## src/design/assert_macros.svh

```systemverilog
// Assertion macros shared by the colormap unit modules.
// Expects clk and arst_n in the scope of each use.
`ifndef ASSERT_MACROS_SVH
`define ASSERT_MACROS_SVH

// Implication checked on every rising edge outside reset.
`define ADCM_ASSERT_IMP(lbl, pre, post) \
	lbl: assert property (@(posedge clk) disable iff (!arst_n) (pre) |-> (post)) \
		else $error("adcm: implication violated");

// Invariant checked on every rising edge outside reset.
`define ADCM_ASSERT_ALWAYS(lbl, cond) \
	lbl: assert property (@(posedge clk) disable iff (!arst_n) (cond)) \
		else $error("adcm: invariant violated");

`endif

```

## src/design/adcm_pkg.sv

```systemverilog
// Shared constants, types and ramp functions of the deviation colormap unit.
// No dependencies; every other file but assert_macros.svh imports it.
package adcm_pkg;

	localparam int DEPTH      = 64;
	localparam int CNT_W      = $clog2(DEPTH + 1);
	localparam int IDX_W      = (DEPTH > 1) ? $clog2(DEPTH) : 1;
	localparam int DEV_W      = 32;
	localparam int MEM_W      = DEV_W + 1;
	localparam int U_W        = 18;
	localparam int DIV_CNT_W  = $clog2(U_W);
	localparam int CFG_IDX_W  = 2;
	localparam int FQ_DEPTH   = 2;
	localparam int FQ_PTR_W   = 1;

	// Register map of the configuration port.
	localparam logic [CFG_IDX_W-1:0] CFG_MANUAL_ENABLE = CFG_IDX_W'(0);
	localparam logic [CFG_IDX_W-1:0] CFG_MANUAL_MIN    = CFG_IDX_W'(1);
	localparam logic [CFG_IDX_W-1:0] CFG_MANUAL_MAX    = CFG_IDX_W'(2);

	// Ramp position with 8 fraction bits, full scale 1020.
	localparam logic [U_W-1:0] SEG1_U = U_W'(65280);
	localparam logic [U_W-1:0] SEG2_U = U_W'(130560);
	localparam logic [U_W-1:0] SEG3_U = U_W'(195840);
	localparam logic [U_W-1:0] UMAX_U = U_W'(261120);
	localparam logic [U_W-1:0] HALF_U = U_W'(128);

	typedef struct packed {
		logic             en;
		logic [IDX_W-1:0] addr;
		logic [MEM_W-1:0] data;   // {finite, deviation}
	} mem_wr_t;

	typedef struct packed {
		logic [DEV_W-1:0] lo;
		logic [DEV_W-1:0] hi;
		logic [CNT_W-1:0] count;
		logic             trunc;
	} job_t;

	typedef struct packed {
		logic [7:0] r;
		logic [7:0] g;
		logic [7:0] b;
	} rgb_t;

	localparam rgb_t GREEN_RGB = '{r: 8'd0, g: 8'd255, b: 8'd0};

	// Round half up to a byte, saturate at 255.
	function automatic logic [7:0] rnd_byte(logic [U_W-1:0] x);
		logic [U_W:0] s;
		s = {1'b0, x} + {1'b0, HALF_U};
		if (s[U_W:8] > (U_W - 7)'(255)) begin
			return 8'd255;
		end
		return s[15:8];
	endfunction

	// Blue-cyan-green-yellow-red ramp over u in [0, UMAX_U].
	function automatic rgb_t ramp_color(logic [U_W-1:0] u);
		rgb_t c;
		c = '0;
		if (u < SEG1_U) begin
			c.b = 8'd255;
			c.g = rnd_byte(u);
		end else if (u < SEG2_U) begin
			c.g = 8'd255;
			c.b = rnd_byte(SEG2_U - u);
		end else if (u < SEG3_U) begin
			c.g = 8'd255;
			c.r = rnd_byte(u - SEG2_U);
		end else begin
			c.r = 8'd255;
			c.g = rnd_byte(UMAX_U - u);
		end
		return c;
	endfunction

endpackage

```

## src/design/adcm_job_fifo.sv

```systemverilog
// Two-entry job queue between front and back end.
// Depends on adcm_pkg for job_t.
module adcm_job_fifo import adcm_pkg::*; (
	input  logic clk,
	input  logic arst_n,
	input  job_t push_job,
	input  logic push_valid,
	output logic push_ready,
	output job_t pop_job,
	output logic pop_valid,
	input  logic pop_ready
);

	job_t                slot_q [FQ_DEPTH];
	logic [FQ_PTR_W-1:0] wr_ptr_q;
	logic [FQ_PTR_W-1:0] rd_ptr_q;
	logic [FQ_PTR_W:0]   fill_q;
	logic                push;
	logic                pop;

	assign push_ready = (fill_q != (FQ_PTR_W + 1)'(FQ_DEPTH));
	assign pop_valid  = (fill_q != '0);
	assign pop_job    = slot_q[rd_ptr_q];
	assign push       = push_valid && push_ready;
	assign pop        = pop_valid && pop_ready;

	always_ff @(posedge clk) begin
		if (push) begin
			slot_q[wr_ptr_q] <= push_job;
		end
	end

	always_ff @(posedge clk or negedge arst_n) begin
		if (!arst_n) begin
			wr_ptr_q <= '0;
			rd_ptr_q <= '0;
			fill_q   <= '0;
		end else begin
			if (push) begin
				wr_ptr_q <= wr_ptr_q + FQ_PTR_W'(1);
			end
			if (pop) begin
				rd_ptr_q <= rd_ptr_q + FQ_PTR_W'(1);
			end
			fill_q <= fill_q + (FQ_PTR_W + 1)'(push) - (FQ_PTR_W + 1)'(pop);
		end
	end

endmodule

```

## config.mk

```make
export PLATFORM = sky130hd
export DESIGN_NAME = adcm_job_fifo
export DESIGN_NICKNAME = d
export VERILOG_FILES = /design/src/design/assert_macros.svh /design/src/design/adcm_pkg.sv /design/src/design/adcm_job_fifo.sv
export SDC_FILE = /design/constraint.sdc
export NUM_CORES = 1
export LEC_CHECK = 0
export ABC_AREA = 1
export BUFFER_PORTS_ARGS = -buffer_cell sky130_fd_sc_hd__clkbuf_2
export CORE_UTILIZATION = 56
export DETAILED_ROUTE_END_ITERATION = 8
export GPL_TIMING_DRIVEN = 0
export HOLD_SLACK_MARGIN = 0.06
export PLACE_DENSITY = 0.84
export SLEW_MARGIN = 20
export SYNTH_ARGS = -nofsm -noshare
export SYNTH_HDL_FRONTEND = slang
export SYNTH_SLANG_ARGS = --single-unit
```

## constraint.sdc

```tcl
create_clock -name clk -period 9.24 [get_ports clk]
set_clock_uncertainty 0.1 [all_clocks]
set_input_delay 0.924 -clock clk [delete_from_list [all_inputs] [get_ports clk]]
set_output_delay 0.924 -clock clk [all_outputs]
set_load 0.01 [all_outputs]
```

Yosys cells after proc, flatten, opt, wreduce, memory -nomap -nowiden
Memories as Yosys holds them, arrays and structs flattened.
Index checks and enable logic that the tools add are counted.
{"block": "word_totals", "memories": 1, "input_bits": 76, "regBits": 4, "mem_bits_rw": 144}
{"block": "classes", "n_addsub": 4, "eq_ne": 1, "reduce_logical": 3, "muxes": 2}
{"memory": "slot_q", "words": 2, "word_bits": 72, "rd": 1, "rd_ports_with_merged_regs": 0, "wr": 1, "line_no": "adcm_job_fifo.sv:14", "source": "job_t slot_q [FQ_DEPTH];"}
{"cell": "1-bit adder (second input constant)", "count": 2}
{"cell": "2-bit by 1-bit adder with 2-bit output", "count": 1}
{"cell": "1-bit logical AND", "count": 2}
{"cell": "1-bit two-way mux", "count": 2}
{"cell": "2-bit inequality test (second input constant)", "count": 1}
{"cell": "2-bit nonzero test", "count": 1}
{"cell": "2-bit by 1-bit subtractor with 2-bit output", "count": 1}

Longest topological paths before layout
Gate-level depths: netlist of run 1.
{"block": "logic_depth", "ltp_word": 4, "depth_mapped": 12, "ltp_nobuf": 12}

Least setup slack after synthesis of run 1
Ideal clock, no wire load.
{"block": "synth_timing", "path_type": "input port to flip-flop", "from": "in push_valid", "to": "mem slot_q[0][0] (netlist bit) (enable)", "stages": 2, "setup_ps": 502, "setup_slack_ps": 4631, "t_required_ps": 8638, "arrival_ps": 4007, "path_cell_list": "nand2_2 > nor2_1"}
{"block": "synth_via", "elab_chain_len": 3}
{"element": "from (decl)", "line_no": "adcm_job_fifo.sv:7", "source": "input logic push_valid,"}
{"element": "1-bit logical AND", "line_no": "adcm_job_fifo.sv:24", "source": "assign push = push_valid && push_ready;"}
{"element": "1-bit two-way mux", "line_no": "adcm_job_fifo.sv:28", "source": "if (push) begin"}
{"element": "1-bit two-way mux (not written as such)", "line_no": "adcm_job_fifo.sv:29", "source": "slot_q[wr_ptr_q] <= push_job;"}
{"element": "to (decl)", "line_no": "adcm_job_fifo.sv:14"}
Every way passes these cells.

==> results.md, run 1 <==
* Final Util at 0.7652
* Clock Pin Slew Worst Setup and Hold Paths at roughly 0.06 ns
* Critical path arrival at between 1.5 and 2 ns
* Routed WL at 10590 um
* Flop2flop setup slack at 7.21 ns
* Inserted Clock Buffers at 17
* Final setup violation count at 0
* Power Dens Cells at ~340 nW/um2
* Diodes inserted at 0
* Cells after synthesis at 407
* Global Route Usage Sum at 0.2145
* Area occupied by multi-input gates at between 900 and 1000 um2
* Clk sink count at 148
* Starting density of the core at 0.5864
* Fill count at about 600
* Initial DRT Pass Iterations at 5
* Switch share at 0.3293
* Kind of critical path: reg -> out
* Reg2reg start: fill_q[1]
* Ys Warns at 0
* Cts repair resizes at 0
* Clock tree buffer depth at 2
* Wire per inst at roughly 15 um
* Final period util at 0.2908
* Port bufs at about 150
* Area growth syn-to-layout at 30.49%
* Slowest-stage cell, CP: dfrtp_1
* Largest net degree at the start of global routing at 25
* RR Endpoint: slot_q[0][15]
* Outcome: complete, no violations
* Root buf cell: clkbuf_8
* Seq pwr share at 0.394
* LEAKAGE at between 0.003 and 0.004 uW
* Vias in the first global route at around 3500
* GRT overflow at 0
* Routed vias/inst at approximately 5
* Max_cap viols at 0
* Fmax at between 0.3 and 0.4 GHz
* DR DRC count at 0
* RSZ-0062 raised after global routing: false
* Initial DRC count at 202
* Mean Syn Cell Area at 13.50 um2
* Mapped Nets at roughly 480
* Worst-case reg-to-reg path depth at 5
* Antenna-violating nets left at 0
* Cell taking the most area after synthesis: edfxtp_1
* CP cell instances: buf_4, inv_6, buf_6, nand2_1, nand2_1, clkbuf_2
* Fin. max-slew vios at 0
* Sw Pwr at 799.2 uW
* Largest stage delay, worst path at roughly 0.36 ns
* Clk pwr share at 0.279
* Synth top area cells: edfxtp_1 79%, nand2_1 15%, dfrtp_1 1.8%
* Worst Tran Pin Value at approximately 0.7 ns
* DR vias at roughly 3600
* Setup TNS at 0 ns
* Routability cong. at roughly 0.79
* Power share of the combinational group at 0.327
* Post-CTS Setup Inserts at 0
* Startpoint Class: register
* Worst setup EP type: primary output
* Slew Limit Headroom at 0.5372
* Commonest cells after routing, fill and taps aside: 223 x nand2_1, 149 x clkbuf_2, 144 x edfxtp_1
* Register Area at between 4000 and 5000 um2
* Core area at 9371 um2
* #FFs+latches synth at 148
* Crit path time final at 2.687 ns
* Chip height at roughly 100 um
* DP Wirelength at 7390 um
* Max IR drop VDD at between 0.2 and 0.25 mV
* Clk Latency, worst-skew pair at about 0.50 ns
* Mapped cell area at roughly 5500 um2
* # IOs at 150
* Worst EP required at between 8 and 9 ns
* Commonest non-fill, non-tap cell in the layout: nand2_1
* Die width at a little over 100 um
* CTS tree: done
* Crit path max fanout at 10
* Die area at ~10000 um2
* Final #Nets at ~660
* Hold buffers post-CTS at 0
* CTS H-tree lvls at 4
* Layout cell share with drive strength beyond 1 at 0.3440
* Cell mode on critical path: nand2_1
* Fin. Hold Viols at 0
* Post-synthesis sequential area ratio at 0.8051
* Cell internal pwr at approximately 1600 uW
* Hold WC Path Type: in -> async
* Share of Yosys cell area claimed by the top area cell type at 0.7869
* Global-route wire length before repair at ~16000 um
* Initial antenna violation count at 0
* Cell Rows at 35
* Netlist cell types at 16
==> cell families (layout without fill, tap and decap cells) <==
| family | count (synthesis) | after routing | synth area share |
|---|---|---|---|
| buffers and inverters | 23 | 209 | 0.02892 |
| xor gates and xnor gates | 1 | 1 | 0.001594 |
| DFF | 148 | 148 | 0.8051 |
| AOI/OAI and AO/OA | 2 | 2 | 0.001820 |
| adders and majority gates | 1 | 1 | 0.002277 |
| and+or+nand+nor | 232 | 232 | 0.1603 |
==> metrics by stage <==
step | cells | hold slack [ns] | setup slack, ns | cell area, um2 | total power (uW)
4_1_cts | 722 | 0.1030 | 6.542 | 7171 | 2447
5_1_grt | 722 | 0.1011 | 6.491 | 7171 | 2555
2_1_floorplan | 407 | 0.3846 | 4.631 | 5495 | 1417
3_5_place_dp | 691 | 0.4751 | 6.713 | 6580 | 1774
6_report | 722 | 0.1197 | 6.553 | 7171 | 2427
3_3_place_gp | 685 | 0.4009 | 2.994 | 6402 | 1702
==> per-layer routing <==
| metal | track usage | share of wire | vias to the layer above |
|---|---|---|---|
| li1 | - | - | 1727 |
| met1 | 0.2295 | 0.39 | 1669 |
| met2 | 0.3935 | 0.54 | 137 |
| met3 | 0.06241 | 0.052 | 18 |
| met4 | 0.09030 | 0.017 | 0 |
| met5 | 0 | 0 | - |
==> cells in the mapped netlist <==
library cell	number
nor2_1	4
nand2_1	223
dfrtp_1	4
nand2_2	2
buf_2	6
inv_6	1
nor2_2	1
xor2_1	1
o21ai_1	1
a21oi_1	1
buf_6	7
buf_4	2
nand3_1	2
inv_1	7
ha_1	1
edfxtp_1	144
==> registers in the layout, summed over array words and instances (netlist names) <==
register and cells:
slot_q 144, fill_q 2, wr_ptr_q 1, rd_ptr_q 1
==> power by group through the flow <==
stage	combinational (uW)	sequential (uW)	clock, uW
floorplan	446	971	0
global route	877	968	710
global placement	720	981	0
finish	794	957	676
CTS	808	956	682
detailed placement	805	969	0
==> worst max path at each step <==
stage / start / to / slack [ns] / cells after the start
global route: rd_ptr_q / pop_job[64] / 6.49 / 6
detailed placement: push_valid / slot_q[0][12] / 6.71 / 5
CTS: rd_ptr_q / pop_job[64] / 6.54 / 6
global placement: push_valid / slot_q[0][12] / 2.99 / 3
finish: rd_ptr_q / pop_job[42] / 6.55 / 6
floorplan: push_valid / slot_q[0][0] / 4.63 / 2
==> area by class of cell <==
type	instances	area share
well taps	129	0.02251
flip-flops and latches	148	0.6170
repair buffers	155	0.1270
plain buffers	15	0.01727
clock inverters	14	0.02460
clock buffers	17	0.05776
inverters	8	0.004886
multi-input cells	236	0.1289
==> critical path, delay by kind of cell, from the launching register on <==
family	cells	cell delay, ns
flops	1	0.36
simple gates	2	0.15
buf+inv	4	0.63
Note: power is estimated with default switching activity, not from simulation.
==> run 2: changes to the inputs <==
--- a/config.mk
+++ b/config.mk
@@ -5,13 +5,13 @@
 export SDC_FILE = /design/constraint.sdc
 export NUM_CORES = 1
 export LEC_CHECK = 0
-export ABC_AREA = 1
+export ABC_AREA = 0
 export BUFFER_PORTS_ARGS = -buffer_cell sky130_fd_sc_hd__clkbuf_2
-export CORE_UTILIZATION = 56
+export CORE_UTILIZATION = 52
 export DETAILED_ROUTE_END_ITERATION = 8
 export GPL_TIMING_DRIVEN = 0
 export HOLD_SLACK_MARGIN = 0.06
-export PLACE_DENSITY = 0.84
+export PLACE_DENSITY = 0.78
 export SLEW_MARGIN = 20
 export SYNTH_ARGS = -nofsm -noshare
 export SYNTH_HDL_FRONTEND = slang
==> constraint.sdc (replaced) <==
create_clock -name clk -period 2.7 [get_ports clk]
set_clock_uncertainty 0.1 [all_clocks]
set_input_delay 0.27 -clock clk [delete_from_list [all_inputs] [get_ports clk]]
set_output_delay 0.27 -clock clk [all_outputs]
set_load 0.01 [all_outputs]
==> run 2 against run 1 <==
  * Largest cell class unchanged
  * Non-clock buffer count rose by 66
  * Die area rose by 6.5%
  * Sequential share of layout area fell by 5.0 points
  * Clock power rose to 3.5 times the previous value
  * Global-route usage fell by 0.35 points
  * Combinational power rose to 3.1 times the previous value
  * Cell count fell by 11%
  * Worst setup slack got worse by 6.0 ns
  * Utilization rose by 1.9 points
  * Highest routed layer unchanged
==> results.md, run 2 <==
* Kind of critical path: reg -> out
* CP cell instances: buf_4, buf_6, mux2_2, clkbuf_2
* Hold WC Path Type: in -> reg
* Core area at roughly 10000 um2
* Register Area at between 4000 and 5000 um2
* Routed WL at approximately 11000 um
* Synth Flop Type: edfxtp_1
* Cell taking the most area after synthesis: edfxtp_1
* Async S/R FF share, synth at 0.02703
* GRT overflow at 0
* Largest stage delay, worst path at 0.37 ns
* Antenna-violating nets left at 0
* Initial antenna violation count at 0
* Share of Yosys cell area claimed by the top area cell type at 0.7948
* Initial DRT Pass Iterations at 4
* Hold buffers post-CTS at 75
* Clock Pin Slew Worst Setup and Hold Paths at ~0.06 ns
* Worst Tran Pin Value at around 0.47 ns
* Worst setup startpoint: rd_ptr_q
* Die area at 10880 um2
* Routed vias/inst at about 5.0
* Global Route Usage Sum at 0.2110
* Ys Warns at 0
* Post-Place Worst Slack at roughly 0.78 ns
* Worst Min Path Start: push_valid
* Biggest register: slot_q
* RSZ-0062 raised after global routing: false
* Most common cell in the synthesized netlist: edfxtp_1
* Number of synthesized flops with an enable pin at between 100 and 150
* # IOs at 150
* Placed cells at around 530
* Fin. max-slew vios at 0
* Area occupied by multi-input gates at 942.2 um2
* #FFs+latches synth at between 100 and 150
* Power Dens Cells at a little over 1000 nW/um2
* PnR worst setup slack at between 0.5 and 0.6 ns
* Mapped Nets at approximately 320
* Final cell count without fillers at between 600 and 700
* Commonest non-fill, non-tap cell in the layout: clkbuf_2
* Worst EP required at approximately 2.3 ns
* Clk Latency, worst-skew pair at approximately 0.51 ns
* Die width at 104.3 um
* Fill count at roughly 570
* Synth top area cells: edfxtp_1 79%, mux2_2 15%, dfrtp_1 1.8%
* Global-route wire length before repair at about 17000 um
* Mean Syn Cell Area at ~22 um2
* Commonest cells after routing, fill and taps aside: 149 x clkbuf_2, 144 x edfxtp_1, 75 x dlygate4sd3_1
* Slew Limit Headroom at 0.6884
* Mapped cell area at roughly 5400 um2
* DP Wirelength at roughly 6300 um
* Outcome: complete, no violations
* Post-CTS Setup Inserts at 0
* Netlist cell types at 18
* Largest net degree at the start of global routing at between 40 and 50
* Max IR drop VDD at between 0.6 and 0.7 mV
* Cell Rows at 36
* Reg2reg start: fill_q[0]
* Post-synth top cells: 144 x edfxtp_1, 72 x mux2_2, 7 x buf_6
* Routability cong. at 0.6912
* Fin. Hold Viols at 0
* CTS H-tree lvls at 4
* Vias in the first global route at 3501
* Root buf cell: clkbuf_8
* Final setup violation count at 0
* CTS tree: done
* Startpoint Class: register
* Top flop regs: slot_q (144), fill_q (2)
* Clock tree buffer depth at 2
* Cells after synthesis at ~250
* Starting density of the core at 0.5465
* Layout cell share with drive strength beyond 1 at 0.5237
* Final period util at 0.7898
* Diodes inserted at 0
* Final #Nets at 570
* Cts repair resizes at 0
* Clk sink count at 148
* Critical path arrival at roughly 1.8 ns
* DR DRC count at 0
* LEAKAGE at about 0.0030 uW
* Crit path max fanout at 10
* Largest register FFs at between 100 and 150
* Post-synthesis sequential area ratio at 0.8132
* Wire per inst at approximately 17 um
* Fmax at 0.4689 GHz
* Port bufs at roughly 150
* DR vias at between 3000 and 4000
* Worst setup EP type: primary output
* Initial DRC count at 89
* Slowest-stage cell, CP: mux2_2
* Area growth syn-to-layout at 43.51%
* Setup TNS at 0 ns
* Chip height at around 100 um
* Inserted Clock Buffers at 17
* Max_cap viols at 0
* Crit path time final at about 2.1 ns
==> run 2: changes by cell type in the layout (fill, tap and decap cells not counted), sizes merged, moves of 2 or more <==
cell and delta:
xnor2 +3, mux2 +72, inv -12, nor2 -2
nand2 -223, clkbuf +2, buf -9, dlygate4sd3 +75
==> run 2: routing by layer <==
| layer | vias up | GRT usage | wire [um] | share of wire |
|---|---|---|---|---|
| met5 | - | 0 | 0 | 0 |
| met4 | 0 | 0.08061 | 148 | 0.014 |
| met3 | 17 | 0.07895 | 682 | 0.063 |
| met2 | 133 | 0.3713 | 5740 | 0.53 |
| met1 | 1555 | 0.2303 | 4201 | 0.39 |
| li1 | 1476 | - | - | - |
==> run 2: path summary, 6_finish.rpt <==
path / depth (start not counted) / slack [ns] / to
max: 4 / 0.57 / pop_job[20]
min: 3 / 0.10 / wr_ptr_q
max reg2reg: 3 / 0.76 / slot_q[1][50]
min reg2reg: 1 / 0.51 / wr_ptr_q
max in group asynchronous: 3 / 1.72 / wr_ptr_q
min in group asynchronous: 3 / 0.59 / rd_ptr_q
==> run 2: cell families (layout without fill, tap and decap cells) <==
group | after synthesis | after routing | synth area share
buf+inv | 8 | 268 | 0.01587
mux | 72 | 72 | 0.1490
fa+ha+maj | 1 | 1 | 0.002300
xor+xnor | 3 | 3 | 0.004831
simple gates | 10 | 10 | 0.008972
flops | 148 | 148 | 0.8132
compound gates | 4 | 4 | 0.005750
==> run 2: worst max-delay path, delay by kind of cell, from the launching register on <==
kind	cells	cell delay (ns)
buffers and inverters	3	0.55
multiplexers	1	0.37
flip-flops	1	0.33
==> run 2: stage by stage <==
step	utilization	total power (uW)	hold WS, ns	area [um2]
final	0.7843	8090	0.1016	7807
after CTS	0.7843	8130	0.07115	7807
after global routing	0.7843	8442	0.09325	7807
after detailed placement	0.6482	5651	-0.01405	6452
after global placement	0.6390	5508	-0.01752	6361
after floorplan	-	4744	-0.1256	5449
==> run 2: where the power goes <==
part / internal (uW) / total (uW) / switching, uW
sequential: 3140 / 3280 / 143
clock: 1500 / 2380 / 878
combinational: 1190 / 2430 / 1250
==> run 2: final cells by class <==
cell class,instances,area share
multi-input cells,90,0.1207
plain buffers,8,0.01106
repair buffers,228,0.2029
well taps,133,0.02131
clock buffers,19,0.05401
flip-flops and latches,148,0.5667
clock inverters,13,0.02340
==> run 3: changes to the inputs <==
==> constraint.sdc (replaced) <==
create_clock -name clk -period 2.1 [get_ports clk]
set_clock_uncertainty 0.1 [all_clocks]
set_input_delay 0.21 -clock clk [delete_from_list [all_inputs] [get_ports clk]]
set_output_delay 0.21 -clock clk [all_outputs]
set_load 0.01 [all_outputs]
==> run 3 against run 2 <==
  * Sequential power increased by 29%
  * Via count shrank 0.47%
  * Register-to-register slack worse by 0.65 ns
  * Critical endpoint is now pop_job[52]
  * Largest power group unchanged
==> results.md, run 3 (synthesis results as in run 2) <==
* Die area at roughly 11000 um2
* Die width at 104.3 um
* Chip height at about 100 um
* Clock tree buffer depth at 2
* Fin. max-slew vios at 0
* Root buf cell: clkbuf_8
* Routability cong. at between 0.6 and 0.7
* Initial DRC count at 155
* Final Util at 0.7870
* Commonest cells after routing, fill and taps aside: 149 x clkbuf_2, 144 x edfxtp_1, 76 x dlygate4sd3_1
* Largest register FFs at between 100 and 150
* Biggest register: slot_q
* Routed vias/inst at around 5
* CTS H-tree lvls at 4
* Critical path arrival at 1.70 ns
* Max IR drop VDD at about 0.9 mV
* Antenna-violating nets left at 0
* Max_cap viols at 0
* Clk sink count at 148
* Worst Tran Pin Value at between 0.5 and 0.6 ns
* Inserted Clock Buffers at 17
* Global-route wire length before repair at about 17000 um
* Commonest non-fill, non-tap cell in the layout: clkbuf_2
* Slew Limit Headroom at 0.6316
* Clk pwr share at 0.289
* Switch share at 0.2877
* Final #Nets at approximately 570
* Startpoint Class: register
* Hold slack at 0.3300 ns
* Global Route Usage Sum at 0.2151
* Initial antenna violation count at 0
* Kind of critical path: reg -> out
* Starting density of the core at 0.5465
* CTS tree: done
* Power share of the combinational group at 0.305
* DP Wirelength at 6417 um
* LEAKAGE at ~0.003 uW
* Vias in the first global route at ~3500
* Final setup violation count at 0
* Crit path time final at between 2 and 2.5 ns
* Core area at 9955 um2
* Fin. Hold Viols at 0
* Initial DRT Pass Iterations at 5
* GRT overflow at 0
* Routed WL at 10980 um
* Outcome: complete, no violations
* DR vias at approximately 3200
* Seq pwr share at 0.406
* Largest net degree at the start of global routing at 39
* Wire per inst at between 15 and 20 um
* Layout cell share with drive strength beyond 1 at 0.5286
* Port bufs at 149
* Post-CTS Setup Inserts at 0
* Cell Rows at 36
* DR DRC count at 0
* Flop2flop setup slack at between 0.1 and 0.15 ns
* Worst setup EP type: primary output
* Hold WC Path Type: in -> reg
* Crit path max fanout at 10
* Worst EP required at between 1.5 and 2 ns
* Top flop regs: slot_q (144), fill_q (2)
* Area growth syn-to-layout at 44.00%
* Clock Pin Slew Worst Setup and Hold Paths at ~0.070 ns
* Clk Latency, worst-skew pair at approximately 0.51 ns
* Sw Pwr at between 2000 and 3000 uW
* # IOs at 150
* Cell internal pwr at approximately 7400 uW
* Power Dens Cells at between 1000 and 1500 nW/um2
* Final period util at 0.9579
* RSZ-0062 raised after global routing: false
* Diodes inserted at 0
* Fmax at roughly 0.50 GHz
-- run 3: final timing paths --
path | start | cells after the start | endpoint
setup reg to reg | fill_q[0] | 5 | slot_q[0][71]
setup / recovery | rd_ptr_q | 4 | pop_job[52]
max in group asynchronous | arst_n | 3 | rd_ptr_q
hold reg to reg | wr_ptr_q | 1 | wr_ptr_q
min in group asynchronous | arst_n | 3 | fill_q[0]
hold / removal | push_job[11] | 2 | slot_q[0][11]
-- run 3: final cells by class --
class	count	area [um2]
multi-input cells	90	957.2
clock inverters	14	176.4
fillers	558	2121
clock buffers	18	417.9
flip-flops and latches	148	4424
plain buffers	8	90.09
well taps	133	166.4
repair buffers	229	1602
-- run 3: critical path, cell delays in order (launching register included) --
cell and delay, ns:
dfrtp_1 0.34, buf_6 0.17, buf_6 0.18, mux2_2 0.36, clkbuf_2 0.13
-- run 3: repair_timing --
action	CTS	global route
endpoints found under the setup margin	0	39
resized for setup	0	1
hold buffers	76	0
endpoints found under the hold margin	151	0
-- run 3: metal layers --
metal | vias up | GRT usage | routed length [um]
met5 | - | 0 | 0
met4 | 0 | 0.07653 | 142
met3 | 12 | 0.05514 | 488
met2 | 108 | 0.4101 | 6252
met1 | 1569 | 0.2255 | 4099
li1 | 1477 | - | -
-- run 3: power by group through the flow --
stage / sequential [uW] / combinational [uW] / clock, uW
floorplan: 4230 / 1890 / 0
global placement: 4260 / 2850 / 0
detailed placement: 4280 / 3040 / 0
CTS: 4220 / 3170 / 3060
global route: 4270 / 3400 / 3180
finish: 4230 / 3180 / 3010
-- run 3: metrics by stage --
stage	setup slack, ns	instances	cell area, um2	power [uW]	setup TNS [ns]
3_5_place_dp	0.1049	532	6475	7319	0
6_report	0.08846	640	7834	10410	0
4_1_cts	0.02539	640	7830	10450	0
3_3_place_gp	-0.6613	528	6376	7107	-76.08
5_1_grt	0.001407	640	7834	10850	0
2_1_floorplan	-0.1351	246	5464	6121	-9.728
